## src/ypr_pkg.sv

```systemverilog
package ypr_pkg;

  // Width of the signed intermediate sums; every reachable sum lies well
  // inside +/- 2^18.
  localparam int SumW = 20;
  localparam int PixW = 8;
  localparam int FracW = 8;

  localparam logic signed [SumW-1:0] LumaOfs   = SumW'(16);
  localparam logic signed [SumW-1:0] ChromaOfs = SumW'(128);
  localparam logic signed [SumW-1:0] RoundOfs  = SumW'(128);

  localparam logic signed [SumW-1:0] CoefY  = SumW'(298);
  localparam logic signed [SumW-1:0] CoefRv = SumW'(409);
  localparam logic signed [SumW-1:0] CoefGu = SumW'(100);
  localparam logic signed [SumW-1:0] CoefGv = SumW'(208);
  localparam logic signed [SumW-1:0] CoefBu = SumW'(516);

  localparam logic signed [SumW-1:0] ChanMax = SumW'(255);

  // Chroma contributions shared by both pixels of a pair.
  typedef struct packed {
    logic signed [SumW-1:0] red_term;
    logic signed [SumW-1:0] green_term;
    logic signed [SumW-1:0] blue_term;
  } chroma_terms_t;

  typedef struct packed {
    logic [PixW-1:0] red;
    logic [PixW-1:0] green;
    logic [PixW-1:0] blue;
  } rgb_t;

  // Floor division by 256 followed by a clamp to 0..255.
  function automatic logic [PixW-1:0] clamp_channel(input logic signed [SumW-1:0] sum);
    logic signed [SumW-1:0] scaled;
    scaled = sum >>> FracW;
    if (scaled < 0) begin
      return '0;
    end else if (scaled > ChanMax) begin
      return ChanMax[PixW-1:0];
    end
    return scaled[PixW-1:0];
  endfunction

endpackage

```

## src/ypr_in_if.sv

```systemverilog
interface ypr_in_if;
  logic       valid;
  logic       ready;
  logic [7:0] luma_second;
  logic [7:0] chroma_u;
  logic [7:0] luma_first;
  logic [7:0] chroma_v;
  logic       last_pair;

  modport source (
    output valid, luma_second, chroma_u, luma_first, chroma_v, last_pair,
    input  ready
  );
  modport sink (
    input  valid, luma_second, chroma_u, luma_first, chroma_v, last_pair,
    output ready
  );
endinterface

```

## src/ypr_out_if.sv

```systemverilog
interface ypr_out_if;
  logic       valid;
  logic       ready;
  logic [7:0] red_first;
  logic [7:0] green_first;
  logic [7:0] blue_first;
  logic [7:0] red_second;
  logic [7:0] green_second;
  logic [7:0] blue_second;
  logic       last_out;

  modport source (
    output valid, red_first, green_first, blue_first,
           red_second, green_second, blue_second, last_out,
    input  ready
  );
  modport sink (
    input  valid, red_first, green_first, blue_first,
           red_second, green_second, blue_second, last_out,
    output ready
  );
endinterface

```

## src/ypr_chroma.sv

```systemverilog
module ypr_chroma
  import ypr_pkg::*;
(
  input  logic [PixW-1:0] chroma_u,
  input  logic [PixW-1:0] chroma_v,
  output chroma_terms_t   terms
);

  logic signed [SumW-1:0] d_val;
  logic signed [SumW-1:0] e_val;

  assign d_val = $signed(SumW'(chroma_u)) - ChromaOfs;
  assign e_val = $signed(SumW'(chroma_v)) - ChromaOfs;

  // The rounding offset is folded into the shared terms.
  assign terms.red_term   = CoefRv * e_val + RoundOfs;
  assign terms.green_term = RoundOfs - CoefGu * d_val - CoefGv * e_val;
  assign terms.blue_term  = CoefBu * d_val + RoundOfs;

endmodule

```

## src/ypr_pixel.sv

```systemverilog
module ypr_pixel
  import ypr_pkg::*;
(
  input  logic [PixW-1:0] luma,
  input  chroma_terms_t   terms,
  output rgb_t            rgb
);

  logic signed [SumW-1:0] luma_term;

  assign luma_term = CoefY * ($signed(SumW'(luma)) - LumaOfs);

  assign rgb.red   = clamp_channel(luma_term + terms.red_term);
  assign rgb.green = clamp_channel(luma_term + terms.green_term);
  assign rgb.blue  = clamp_channel(luma_term + terms.blue_term);

endmodule

```

## src/yuyv_pair_to_rgb.sv

```systemverilog
//  Channel  | Direction | Payload                                   | Handshake
//  in_pair  | input     | luma_second, chroma_u, luma_first,        | valid/ready
//           |           | chroma_v, last_pair                       |
//  out_rgb  | output    | red/green/blue of first and second pixel, | valid/ready
//           |           | last_out                                  |
//
//  Each pair passes through the input register and then the result
//  register, with the color arithmetic between them. One transaction
//  can be taken every cycle while out_rgb does not stall; the rate is set
//  by the two register stages, each of which refills in the cycle it empties.
//  Reset (rst_n low, synchronous) empties both stages; payload is not reset.
//  A stall on out_rgb holds the result register and, once the input register
//  is also full, deasserts in_pair.ready.
module yuyv_pair_to_rgb
  import ypr_pkg::*;
(
  input  logic clk,
  input  logic rst_n,
  ypr_in_if.sink    in_pair,
  ypr_out_if.source out_rgb
);

  // Input register stage.
  logic            s1_valid_r;
  logic            s1_valid_nxt;
  logic [PixW-1:0] s1_luma_first_r;
  logic [PixW-1:0] s1_luma_second_r;
  logic [PixW-1:0] s1_chroma_u_r;
  logic [PixW-1:0] s1_chroma_v_r;
  logic            s1_last_r;

  // Result register stage.
  logic            s2_valid_r;
  logic            s2_valid_nxt;
  rgb_t            s2_first_r;
  rgb_t            s2_second_r;
  logic            s2_last_r;

  logic            in_acc;
  logic            s2_free;
  logic            s1_move;

  chroma_terms_t   terms;
  rgb_t            first_rgb;
  rgb_t            second_rgb;

  // The result register can take new data when it is empty or its
  // transaction completes this cycle. The input register can take a new
  // transaction when it is empty or its content moves forward.
  assign s2_free       = !s2_valid_r || out_rgb.ready;
  assign s1_move       = s1_valid_r && s2_free;
  assign in_pair.ready = !s1_valid_r || s2_free;
  assign in_acc        = in_pair.valid && in_pair.ready;

  assign s1_valid_nxt = in_acc || (s1_valid_r && !s2_free);
  assign s2_valid_nxt = s1_valid_r || (s2_valid_r && !out_rgb.ready);

  always_ff @(posedge clk) begin
    if (!rst_n) begin
      s1_valid_r <= 1'b0;
      s2_valid_r <= 1'b0;
    end else begin
      s1_valid_r <= s1_valid_nxt;
      s2_valid_r <= s2_valid_nxt;
    end
  end

  always_ff @(posedge clk) begin
    if (in_acc) begin
      s1_luma_first_r  <= in_pair.luma_first;
      s1_luma_second_r <= in_pair.luma_second;
      s1_chroma_u_r    <= in_pair.chroma_u;
      s1_chroma_v_r    <= in_pair.chroma_v;
      s1_last_r        <= in_pair.last_pair;
    end
  end

  // Chroma products are computed once and shared by both pixels.
  ypr_chroma u_chroma (
    .chroma_u (s1_chroma_u_r),
    .chroma_v (s1_chroma_v_r),
    .terms    (terms)
  );

  ypr_pixel u_pixel_first (
    .luma  (s1_luma_first_r),
    .terms (terms),
    .rgb   (first_rgb)
  );

  ypr_pixel u_pixel_second (
    .luma  (s1_luma_second_r),
    .terms (terms),
    .rgb   (second_rgb)
  );

  always_ff @(posedge clk) begin
    if (s1_move) begin
      s2_first_r  <= first_rgb;
      s2_second_r <= second_rgb;
      s2_last_r   <= s1_last_r;
    end
  end

  assign out_rgb.valid        = s2_valid_r;
  assign out_rgb.red_first    = s2_first_r.red;
  assign out_rgb.green_first  = s2_first_r.green;
  assign out_rgb.blue_first   = s2_first_r.blue;
  assign out_rgb.red_second   = s2_second_r.red;
  assign out_rgb.green_second = s2_second_r.green;
  assign out_rgb.blue_second  = s2_second_r.blue;
  assign out_rgb.last_out     = s2_last_r;

  // Reset leaves no transaction on the output.
  a_reset_empty: assert property (@(posedge clk) !rst_n |=> !out_rgb.valid)
    else $error("result valid after reset");

  // An accepted transaction always lands in the input register.
  a_in_lands: assert property (@(posedge clk) disable iff (!rst_n)
    in_acc |=> s1_valid_r)
    else $error("accepted transaction lost at input register");

  // A pair that moves forward shows up as a result next cycle.
  a_move_shows: assert property (@(posedge clk) disable iff (!rst_n)
    s1_move |=> out_rgb.valid)
    else $error("moved pair did not reach the result register");

  // The frame-end flag travels with its pair.
  a_last_follows: assert property (@(posedge clk) disable iff (!rst_n)
    s1_move |=> out_rgb.last_out == $past(s1_last_r))
    else $error("last flag not carried with its pair");

endmodule
```

## src/flat_wrapper.sv

```systemverilog
// flat-port wrapper written by rule: the top's interface ports become plain ports
module yuyv_pair_to_rgb_flat import ypr_pkg::*;
  (clk, rst_n, in_pair_valid, in_pair_luma_second, in_pair_chroma_u, in_pair_luma_first, in_pair_chroma_v, in_pair_last_pair, in_pair_ready, out_rgb_valid, out_rgb_red_first, out_rgb_green_first, out_rgb_blue_first, out_rgb_red_second, out_rgb_green_second, out_rgb_blue_second, out_rgb_last_out, out_rgb_ready);
  ypr_in_if in_pair_i ();
  ypr_out_if out_rgb_i ();
  input  logic clk;
  input  logic rst_n;
  input wire logic [$bits(in_pair_i.valid)-1:0] in_pair_valid;
  input wire logic [$bits(in_pair_i.luma_second)-1:0] in_pair_luma_second;
  input wire logic [$bits(in_pair_i.chroma_u)-1:0] in_pair_chroma_u;
  input wire logic [$bits(in_pair_i.luma_first)-1:0] in_pair_luma_first;
  input wire logic [$bits(in_pair_i.chroma_v)-1:0] in_pair_chroma_v;
  input wire logic [$bits(in_pair_i.last_pair)-1:0] in_pair_last_pair;
  output wire logic [$bits(in_pair_i.ready)-1:0] in_pair_ready;
  output wire logic [$bits(out_rgb_i.valid)-1:0] out_rgb_valid;
  output wire logic [$bits(out_rgb_i.red_first)-1:0] out_rgb_red_first;
  output wire logic [$bits(out_rgb_i.green_first)-1:0] out_rgb_green_first;
  output wire logic [$bits(out_rgb_i.blue_first)-1:0] out_rgb_blue_first;
  output wire logic [$bits(out_rgb_i.red_second)-1:0] out_rgb_red_second;
  output wire logic [$bits(out_rgb_i.green_second)-1:0] out_rgb_green_second;
  output wire logic [$bits(out_rgb_i.blue_second)-1:0] out_rgb_blue_second;
  output wire logic [$bits(out_rgb_i.last_out)-1:0] out_rgb_last_out;
  input wire logic [$bits(out_rgb_i.ready)-1:0] out_rgb_ready;
  assign in_pair_i.valid = in_pair_valid;
  assign in_pair_i.luma_second = in_pair_luma_second;
  assign in_pair_i.chroma_u = in_pair_chroma_u;
  assign in_pair_i.luma_first = in_pair_luma_first;
  assign in_pair_i.chroma_v = in_pair_chroma_v;
  assign in_pair_i.last_pair = in_pair_last_pair;
  assign in_pair_ready = in_pair_i.ready;
  assign out_rgb_valid = out_rgb_i.valid;
  assign out_rgb_red_first = out_rgb_i.red_first;
  assign out_rgb_green_first = out_rgb_i.green_first;
  assign out_rgb_blue_first = out_rgb_i.blue_first;
  assign out_rgb_red_second = out_rgb_i.red_second;
  assign out_rgb_green_second = out_rgb_i.green_second;
  assign out_rgb_blue_second = out_rgb_i.blue_second;
  assign out_rgb_last_out = out_rgb_i.last_out;
  assign out_rgb_i.ready = out_rgb_ready;
  yuyv_pair_to_rgb u_core (.clk(clk), .rst_n(rst_n), .in_pair(in_pair_i), .out_rgb(out_rgb_i));
endmodule
```

## config.mk

```make
export PLATFORM = sky130hd
export DESIGN_NAME = yuyv_pair_to_rgb_flat
export DESIGN_NICKNAME = d
export VERILOG_FILES = /design/src/ypr_pkg.sv /design/src/ypr_in_if.sv /design/src/ypr_out_if.sv /design/src/ypr_chroma.sv /design/src/ypr_pixel.sv /design/src/yuyv_pair_to_rgb.sv /design/src/flat_wrapper.sv
export SDC_FILE = /design/constraint.sdc
export NUM_CORES = 1
export LEC_CHECK = 0
export ABC_AREA = 1
export BUFFER_PORTS_ARGS = -buffer_cell sky130_fd_sc_hd__buf_2
export CORE_ASPECT_RATIO = 1.75
export CORE_MARGIN = 8
export CORE_UTILIZATION = 48
export CTS_CLUSTER_DIAMETER = 50
export CTS_CLUSTER_SIZE = 14
export DETAILED_ROUTE_END_ITERATION = 6
export GPL_ROUTABILITY_DRIVEN = 1
export GPL_TIMING_DRIVEN = 0
export PLACE_DENSITY = 0.65
export SLEW_MARGIN = 25
export SYNTH_ARGS = -nofsm -noshare
export SYNTH_HDL_FRONTEND = slang
export SYNTH_SLANG_ARGS = --single-unit
```

## constraint.sdc

```tcl
create_clock -name clk -period 5.3 [get_ports clk]
set_input_delay 0.53 -clock clk [delete_from_list [all_inputs] [get_ports clk]]
set_output_delay 0.53 -clock clk [all_outputs]
set_load 0.1 [all_outputs]
```

# Word-level counts from Yosys, hierarchy flattened
# Cells that the tools add are included.
# word_totals
regBits	84
inputBits	37
out_inout_bits	51
elab_cells	88
# op_classes
add_sub_neg	14
mul	6
order_cmp	12
n_mux	30
reduce_logical	12
# ops
op	count
$mux W8	18
$add A20 B20 Y20	6
$gt A12 B9 Y1 const B	6
$lt A12 B1 Y1 const B	6
$mul A9 B20 Y19 const A	2
$add A19 B9 Y20 const B	1
$add A20 B9 Y20 const B	1
$mul A6 B20 Y18 const A	1
$mul A9 B20 Y18 const A	1
$sub A20 B18 Y20	1
$sub A9 B20 Y20 const A	1
$mul A10 B9 Y19 const A	1
$sub A8 B5 Y9 const B	2
$sub A8 B8 Y9 const B	2
$mul A5 B9 Y14 const A	1
$mux W1	12
$logic_and A1 B1 Y1	4
$logic_not A1 Y1	4
$logic_or A1 B1 Y1	4

# Longest topological paths before layout
# Gate-level depths: netlist (run 1).
# depth
depth_word	9
depth_mapped	32

# Modules after synthesis
# Synthesis (run 1) repeated with hierarchy kept, for this count alone.
# unflattened
cells_unflattened	2473
hier_area_um2	17221.5
# by_module_without_submodules
module	instances	cells_each	area_per_inst_um2	seq_area_each_um2
ypr_chroma	1	703	5001.0	0.0
ypr_pixel (u_core.u_pixel_second)	1	853	4880.9	0.0
ypr_pixel (u_core.u_pixel_first)	1	822	4782.1	0.0
yuyv_pair_to_rgb	1	95	2557.5	2502.4

# Least setup slack after synthesis (run 1)
# OpenSTA, ideal clock, no wires.
# synth_path
path_type	register to register
start	register u_core.s1_chroma_v_r[7]
end	register u_core.s2_first_r, in the netlist u_core.out_rgb.green_first[0], data pin
setup_ns	0.255
arrival_ns	5.396
setup_slack_ns	-0.351
stages_incl_launch_ff	33
synth_period_minus_slack_ns	5.651
path_cell_list	edfxtp_1 -> inv_2 -> fa_1 -> inv_1 -> fa_1 -> inv_1 -> ha_1 -> nand2_1 -> inv_1 -> nand4_1 -> o211ai_1 -> nand2_1 -> nand2_1 -> nand2_1 -> xor2_1 -> ha_1 -> ha_1 -> nand2_1 -> inv_1 -> a221oi_1 -> nand3_1 -> xor2_1 -> inv_1 -> ha_1 -> inv_1 -> nor3_1 -> nand2_1 -> nor3_1 -> nor2_1 -> inv_1 -> nand3_1 -> nand2_2 -> nor2_1
# synth_lines
item	line	source
from (decl)	yuyv_pair_to_rgb.sv:29	logic [PixW-1:0] s1_chroma_v_r;
from (signal assigned)	yuyv_pair_to_rgb.sv:73	s1_chroma_v_r <= in_pair.chroma_v;
to (signal assigned)	yuyv_pair_to_rgb.sv:99	s2_first_r <= first_rgb;
to (decl)	yuyv_pair_to_rgb.sv:35	rgb_t s2_first_r;

==> out/metrics.json, run 1 <==
{
  "clock_network": {
    "cts_root_buffer": "clkbuf_16",
    "clock_tree_from_tritoncts": "yes",
    "clk_pin_slew_ns": 0.07,
    "clock-sinks": 84,
    "clk_lat_worst_skew_ns": 0.39,
    "numCtsBuffers": 9,
    "h-tree-depth": 3,
    "cts-root-to-sink-buffers": 2
  },
  "run": {
    "maxCapViolations": 0
  },
  "cells_and_area": {
    "stdcell_count": 2735,
    "mostFrequentLayoutCell": "nand2_1",
    "postLayoutCellArea_mm2": 0.0214,
    "fraction_of_final_layout_cells_sized_beyond_drive_strength_1": 0.335,
    "filler_cell_count": 2591,
    "design.final.nets": 2754,
    "synth_to_final_area_change_pct": 37.5,
    "n_antenna_cell": 0,
    "layout_common_cells": "311 x nand2_1, 285 x inv_1, 218 x ha_1, 130 x nor2_1, 129 x a21oi_1"
  },
  "die": {
    "fp.coreArea_mm2": 0.0321,
    "rows": 87,
    "dieArea_mm2": 0.0386,
    "die_w_um": 152,
    "chipHeight_um": 254,
    "ioPinCount": 88,
    "initial_core_util": 0.484
  },
  "logic_synthesis": {
    "synth_area_mm2": 0.0155,
    "yosysSeqAreaShare": 0.161,
    "count_of_mapped_cells_out_of_synthesis": 2081,
    "yosys.area.top_type": "ha_1",
    "avgSynthCellArea_um2": 7.47,
    "synth_ff_type": "edfxtp_1",
    "asyncSetResetFlopFracSynth": 0,
    "synth.area.top_cells": "ha_1 27%, edfxtp_1 16%, nand2_1 8.6%, inv_1 8.3%, fa_1 6.6%",
    "synth_warn": 0,
    "synth-edff-count": 82,
    "syn_nets": 2505,
    "yosysUniqueCellTypes": 48,
    "netlist.area_leader.share": 0.270,
    "postSynthRegisterBits": 84
  },
  "route": {
    "drc": 0,
    "remaining_antenna_violation_count": 0,
    "vias_cell": 5.57,
    "detail_route.iter0.violations": 606,
    "via_count": 15200,
    "drt-wirelength-per-cell_um": 19.3,
    "drtPass1Iterations": 6,
    "routed_wl_mm": 52.8
  },
  "timing": {
    "setup_slack_ns": -0.637,
    "worst_clock_skew_ns": 0.0109,
    "drv_slew": 0,
    "final.min_clock_period_ns": 5.94,
    "setup_repair_after_global_routing_missed_its_margin": "yes",
    "achievable-frequency_mhz": 168,
    "fin_tns_setup_ns": -19.97,
    "max_slew.worst_pin.slew_ns": 0.956,
    "min_period_over_period": 1.12,
    "slew_headroom": 0.358,
    "finalHoldViolCount": 0,
    "finalSetupViolations": 48
  },
  "grt": {
    "wire_length_of_the_first_global_routing_pass_mm": 80.0,
    "globalRouteOverflowTotal": 0,
    "grt_max_degree": 29,
    "global_route_usage_over_all_layers": 0.267,
    "antenna_found_initial": 0,
    "grt_pass1_vias": 15800
  },
  "placed_design": {
    "dpl-instance-area_mm2": 0.0169,
    "globalplace.congestion": 1.02,
    "buffer_ports.inserted": 87,
    "place.detailed.hpwl_mm": 40.2,
    "placed_cells": 2571
  },
  "setup_path": {
    "highest_net_fanout_along_the_worst_path": 8,
    "critPathTopFamily": "adder cells",
    "most_repeated_library_cell_on_the_critical_path": "ha_4",
    "worst_setup_path_start_kind": "flip-flop",
    "reg2reg_setup_slack_ns": -0.64,
    "critPathRequiredTime_ns": 5.43,
    "cp_slowest_stage_delay_ns": 0.60,
    "crit_buf_inv": 2,
    "worst_setup_path_end_kind": "flip-flop",
    "crit_type": "reg2reg",
    "slowest_cell_on_the_critical_path": "fa_2",
    "critPathArrivalTime_ns": 6.07
  },
  "status": {
    "run_status": "finished, violations left",
    "failed_checks": "negative setup slack"
  },
  "hold_path": {
    "timing.hold.worst.class": "in2reg"
  }
}
## cell type report
cell class                      instances  area (um2)  area share
Multi-Input combinational cell       1647       14900       0.698
Clock buffer                            9         225      0.0105
Clock inverter                          7        73.8     0.00345
Tap cell                              400         500      0.0234
Sequential cell                        84        2500       0.117
Timing Repair Buffer                  238        1800      0.0844
Inverter                              350        1360      0.0635
## what timing repair did
item	4_1_cts	5_1_grt
buffers inserted	109	41
hold buffers	0	0
pin swaps	180	161
setup endpoints to repair	48	48
resized for setup	352	239
## sequential cells by signal, summed over array words and instances, names as in the netlist, 8 cells and up
register / cells
u_core.out_rgb.blue_first: 8
u_core.out_rgb.blue_second: 8
u_core.out_rgb.green_first: 8
u_core.out_rgb.green_second: 8
u_core.out_rgb.red_first: 8
u_core.out_rgb.red_second: 8
u_core.s1_chroma_u_r: 8
u_core.s1_chroma_v_r: 8
u_core.s1_luma_first_r: 8
u_core.s1_luma_second_r: 8
## kinds of logic (layout without fill, tap and decap cells)
logic type               count (synthesis)  count (layout)  synth area share
AO/OA/AOI/OAI                          360             360             0.129
flip-flops                              84              84             0.161
AND/OR/NAND/NOR                        756             756             0.208
XOR/XNOR                               144             144            0.0811
adder cells (fa/ha/maj)                387             387             0.336
buffers and inverters                  350             604            0.0846
## synth_stat cells (18+ instances only)
| library cell | number |
|---|---|
| xnor2_1 | 37 |
| edfxtp_1 | 82 |
| fa_1 | 51 |
| ha_1 | 336 |
| nand4_1 | 21 |
| a21oi_1 | 184 |
| nand2_2 | 19 |
| nand3_1 | 85 |
| nand2_1 | 356 |
| nor3_1 | 18 |
| xor2_1 | 107 |
| o21ai_0 | 98 |
| nor2_1 | 223 |
| inv_1 | 345 |
## metal layers
metal  up-vias  routed length (um)  track usage
met5         -                   0            0
li1       7420                   -            -
met2       401               28200        0.515
met4         0                4890        0.229
met1      7190               18000        0.241
met3       219                1740       0.0383
## per-stage QoR
stage | hold WS (ns) | setup slack [ns] | util
2_1_floorplan | 0.400 | 0.00595 | -
3_3_place_gp | 0.430 | -1.33 | 0.523
3_5_place_dp | 0.423 | -1.36 | 0.525
4_1_cts | 0.302 | -0.466 | 0.625
5_1_grt | 0.293 | -0.882 | 0.666
6_report | 0.310 | -0.637 | 0.666
## path summary, 6_finish.rpt
kind	startpoint	to	depth (start not counted)
worst max-delay path	u_core.s1_chroma_v_r[2]	u_core.out_rgb.green_first[1]	27
worst min-delay path	in_pair_luma_second[2]	u_core.s1_luma_second_r[2]	1
worst max register to register	u_core.s1_chroma_v_r[2]	u_core.out_rgb.green_first[1]	27
worst min register to register	u_core.s1_last_r	u_core.out_rgb.last_out	0
Power of run 1 is not shown: default switching activity piles up to over one toggle a cycle in this logic, so the estimate is an artifact.
==> inputs of run 2 (changes only) <==
- CORE_ASPECT_RATIO: 1.75 -> 1.5
- TNS_END_PERCENT: not set -> 50
==> run 2 against run 1 <==
The flow still finishes with violations (negative setup slack); clock-buffer cell count up 1; first-iteration DRC count up 11%; worst hold slack better by 0.0043 ns; via count down 3.3%; wire length down 5.0%; die area down 0.28%; utilization down 4.3 points; largest cell class unchanged; non-clock buffer count down 55; register-to-register slack worse by 0.02 ns; clock skew down 0.00066 ns; critical path type unchanged; cell count down 1.6%; global-route usage down 0.65 points.
==> out/metrics.json, run 2 (synthesis results as in run 1) <==
{
  "status": {
    "run_status": "finished, violations left",
    "failed_checks": "negative setup slack"
  },
  "grt": {
    "grt_max_degree": {"value": 30, "change": "+3.4%"},
    "grt_pass1_vias": {"value": 15400, "change": "-2.8%"},
    "use_met3": {"value": 0.0275, "change": "-0.0108"},
    "groute.layer.met1.usage": {"value": 0.254, "change": "+0.0133"},
    "globalRouteOverflowTotal": {"value": 0, "change": "unchanged"},
    "antenna_found_initial": {"value": 0, "change": "unchanged"},
    "grt_busiest_layer": "met2",
    "global_route_usage_over_all_layers": {"value": 0.260, "change": "-0.00646"},
    "gr-usage-met2": {"value": 0.506, "change": "-0.00861"},
    "wire_length_of_the_first_global_routing_pass": {"value": 77.9, "unit": "mm", "change": "-2.7%"}
  },
  "cells_and_area": {
    "mostFrequentLayoutCell": "nand2_1",
    "n_antenna_cell": {"value": 0, "change": "unchanged"},
    "postLayoutCellArea": {"value": 0.0198, "unit": "mm2", "change": "-7.3%"},
    "layout.core_utilization": {"value": 0.623, "change": "-0.0433"},
    "synth_to_final_area_change_pct": 27.5,
    "fraction_of_final_layout_cells_sized_beyond_drive_strength_1": {"value": 0.252, "change": "-0.0836"},
    "design.final.nets": {"value": 2699, "change": "-2.0%"},
    "layout_common_cells": "329 x nand2_1, 302 x inv_1, 252 x ha_1, 177 x nor2_1, 150 x a21oi_1"
  },
  "die": {
    "ioPinCount": {"value": 88, "change": "unchanged"},
    "initial_core_util": {"value": 0.488, "change": "+0.00428"},
    "die_w": {"value": 163, "unit": "um", "change": "+7.2%"},
    "fp.coreArea": {"value": 0.0318, "unit": "mm2", "change": "-0.88%"},
    "rows": {"value": 80, "change": "-8.0%"},
    "chipHeight": {"value": 236, "unit": "um", "change": "-7.0%"},
    "dieArea": {"value": 0.0385, "unit": "mm2", "change": "-0.28%"}
  },
  "timing": {
    "setup_slack": {"value": -0.662, "unit": "ns", "change": "-0.0246 ns"},
    "fin_tns_setup": {"value": -18.72, "unit": "ns", "change": "+1.25 ns"},
    "min_period_over_period": {"value": 1.12, "change": "+0.00464"},
    "setup_repair_after_global_routing_missed_its_margin": "yes",
    "max_slew.worst_pin.slew": {"value": 0.825, "unit": "ns", "change": "-0.131 ns"},
    "final.min_clock_period": {"value": 5.96, "unit": "ns", "change": "+0.0246 ns"},
    "achievable-frequency": {"value": 168, "unit": "MHz", "change": "-0.41%"},
    "drv_slew": {"value": 0, "change": "unchanged"},
    "slew_headroom": {"value": 0.448, "change": "+0.0903"},
    "finalSetupViolations": {"value": 48, "change": "unchanged"},
    "worst_clock_skew": {"value": 0.0102, "unit": "ns", "change": "-0.000664 ns"},
    "finalHoldViolCount": {"value": 0, "change": "unchanged"}
  },
  "route": {
    "routed_wl": {"value": 50.2, "unit": "mm", "change": "-5.0%"},
    "drtPass1Iterations": {"value": 5, "change": "-1"},
    "drc": {"value": 0, "change": "unchanged"},
    "detail_route.iter0.violations": {"value": 670, "change": "+11%"},
    "vias_cell": {"value": 5.47, "change": "-1.7%"},
    "drt-wirelength-per-cell": {"value": 18.7, "unit": "um", "change": "-3.4%"},
    "remaining_antenna_violation_count": {"value": 0, "change": "unchanged"},
    "via_count": {"value": 14700, "change": "-3.3%"}
  },
  "setup_path": {
    "worstSetupStartpoint": "u_core.s1_chroma_u_r[2]",
    "worst_setup_path_end_kind": "flip-flop",
    "reg2reg_setup_slack": {"value": -0.66, "unit": "ns", "change": "-0.02 ns"},
    "crit_type": "reg2reg",
    "slowest_cell_on_the_critical_path": "fa_1",
    "highest_net_fanout_along_the_worst_path": {"value": 8, "change": "unchanged"},
    "most_repeated_library_cell_on_the_critical_path": "nand2_2",
    "critical_path.reg2reg.endpoint": "u_core.out_rgb.green_first[6]",
    "critPathRequiredTime": {"value": 5.44, "unit": "ns", "change": "about the same"},
    "reg2regPathDepth": {"value": 33, "change": "+22%"},
    "critPathArrivalTime": {"value": 6.10, "unit": "ns", "change": "+0.03 ns"},
    "cp_slowest_stage_delay": {"value": 0.52, "unit": "ns", "change": "-0.08 ns"},
    "worstReg2RegStart": "u_core.s1_chroma_u_r[2]",
    "crit_path_end": "u_core.out_rgb.green_first[6]",
    "worst_setup_path_start_kind": "flip-flop"
  },
  "clock_network": {
    "clk_pin_slew": {"value": 0.07, "unit": "ns", "change": "about the same"},
    "clock_tree_from_tritoncts": "yes",
    "cts-root-to-sink-buffers": {"value": 2, "change": "unchanged"},
    "clk_lat_worst_skew": {"value": 0.38, "unit": "ns", "change": "about the same"},
    "numCtsBuffers": {"value": 9, "change": "unchanged"},
    "h-tree-depth": {"value": 3, "change": "unchanged"},
    "postCtsHoldBufs": {"value": 0, "change": "unchanged"},
    "cts_root_buffer": "clkbuf_16",
    "clock-sinks": {"value": 84, "change": "unchanged"}
  },
  "run": {
    "maxCapViolations": {"value": 0, "change": "unchanged"}
  },
  "placed_design": {
    "place.detailed.hpwl": {"value": 40.8, "unit": "mm", "change": "+1.6%"},
    "dpl-instance-area": {"value": 0.0169, "unit": "mm2", "change": "about the same"},
    "globalplace.congestion": {"value": 0.993, "change": "-2.7%"},
    "buffer_ports.inserted": {"value": 87, "change": "unchanged"}
  },
  "hold_path": {
    "timing.hold.worst.class": "in2reg"
  }
}
## run 2: changes by cell type in the layout (fill, tap and decap cells not counted), sizes merged
cell / change
clkinvlp: +2
inv: -1
clkinv: -1
clkbuf: +1
bufinv: -1
buf: -55
## run 2: cell type report
class | instances | area, um2
Sequential cell | 84 | 2500
Clock inverter | 6 | 46.3
Multi-Input combinational cell | 1647 | 13900
Inverter | 350 | 1350
Tap cell | 410 | 513
Timing Repair Buffer | 183 | 1290
Fill cell | 2801 | 12000
Clock buffer | 10 | 229
## run 2: routing by layer
| layer | part of all wire | wire length (um) |
|---|---|---|
| met4 | 0.065 | 3290 |
| met5 | 0 | 0 |
| met2 | 0.54 | 27200 |
| met1 | 0.36 | 18300 |
| met3 | 0.030 | 1500 |
## run 2: metrics by stage
step / worst slack (ns) / hold slack, ns / std cells
2_1_floorplan: -0.00403 / 0.400 / 2081
3_3_place_gp: -1.59 / 0.405 / 2578
3_5_place_dp: -1.57 / 0.410 / 2581
4_1_cts: -0.566 / 0.302 / 2668
5_1_grt: -0.890 / 0.307 / 2690
6_report: -0.662 / 0.315 / 2690
## run 2: how the worst min path moves through the flow
stage / slack, ns / depth (start not counted) / endpoint / from
3_3_place_gp: 0.40 / 0 / u_core.out_rgb.last_out / u_core.s1_last_r
2_1_floorplan: 0.40 / 0 / u_core.out_rgb.last_out / u_core.s1_last_r
6_report: 0.31 / 1 / u_core.s1_luma_second_r[2] / in_pair_luma_second[2]
3_5_place_dp: 0.41 / 0 / u_core.out_rgb.last_out / u_core.s1_last_r
4_1_cts: 0.30 / 1 / u_core.s1_luma_second_r[2] / in_pair_luma_second[2]
5_1_grt: 0.31 / 1 / u_core.s1_luma_second_r[1] / in_pair_luma_second[1]
## run 2: repair_timing
item / in CTS / in global routing
pin swaps: 100 / 78
gates resized for setup: 215 / 164
endpoints found under the setup margin: 48 / 48
setup buffers: 71 / 22
## run 2: critical path, delay by kind of cell, from the launching register on
family | cells | cell delay (ns)
XOR/XNOR | 2 | 0.33
flip-flops | 1 | 0.44
adder cells (fa/ha/maj) | 8 | 2.50
buffers and inverters | 6 | 0.60
AO/OA/AOI/OAI | 4 | 0.59
AND/OR/NAND/NOR | 13 | 1.20
Power of run 2 is left out for the same reason.
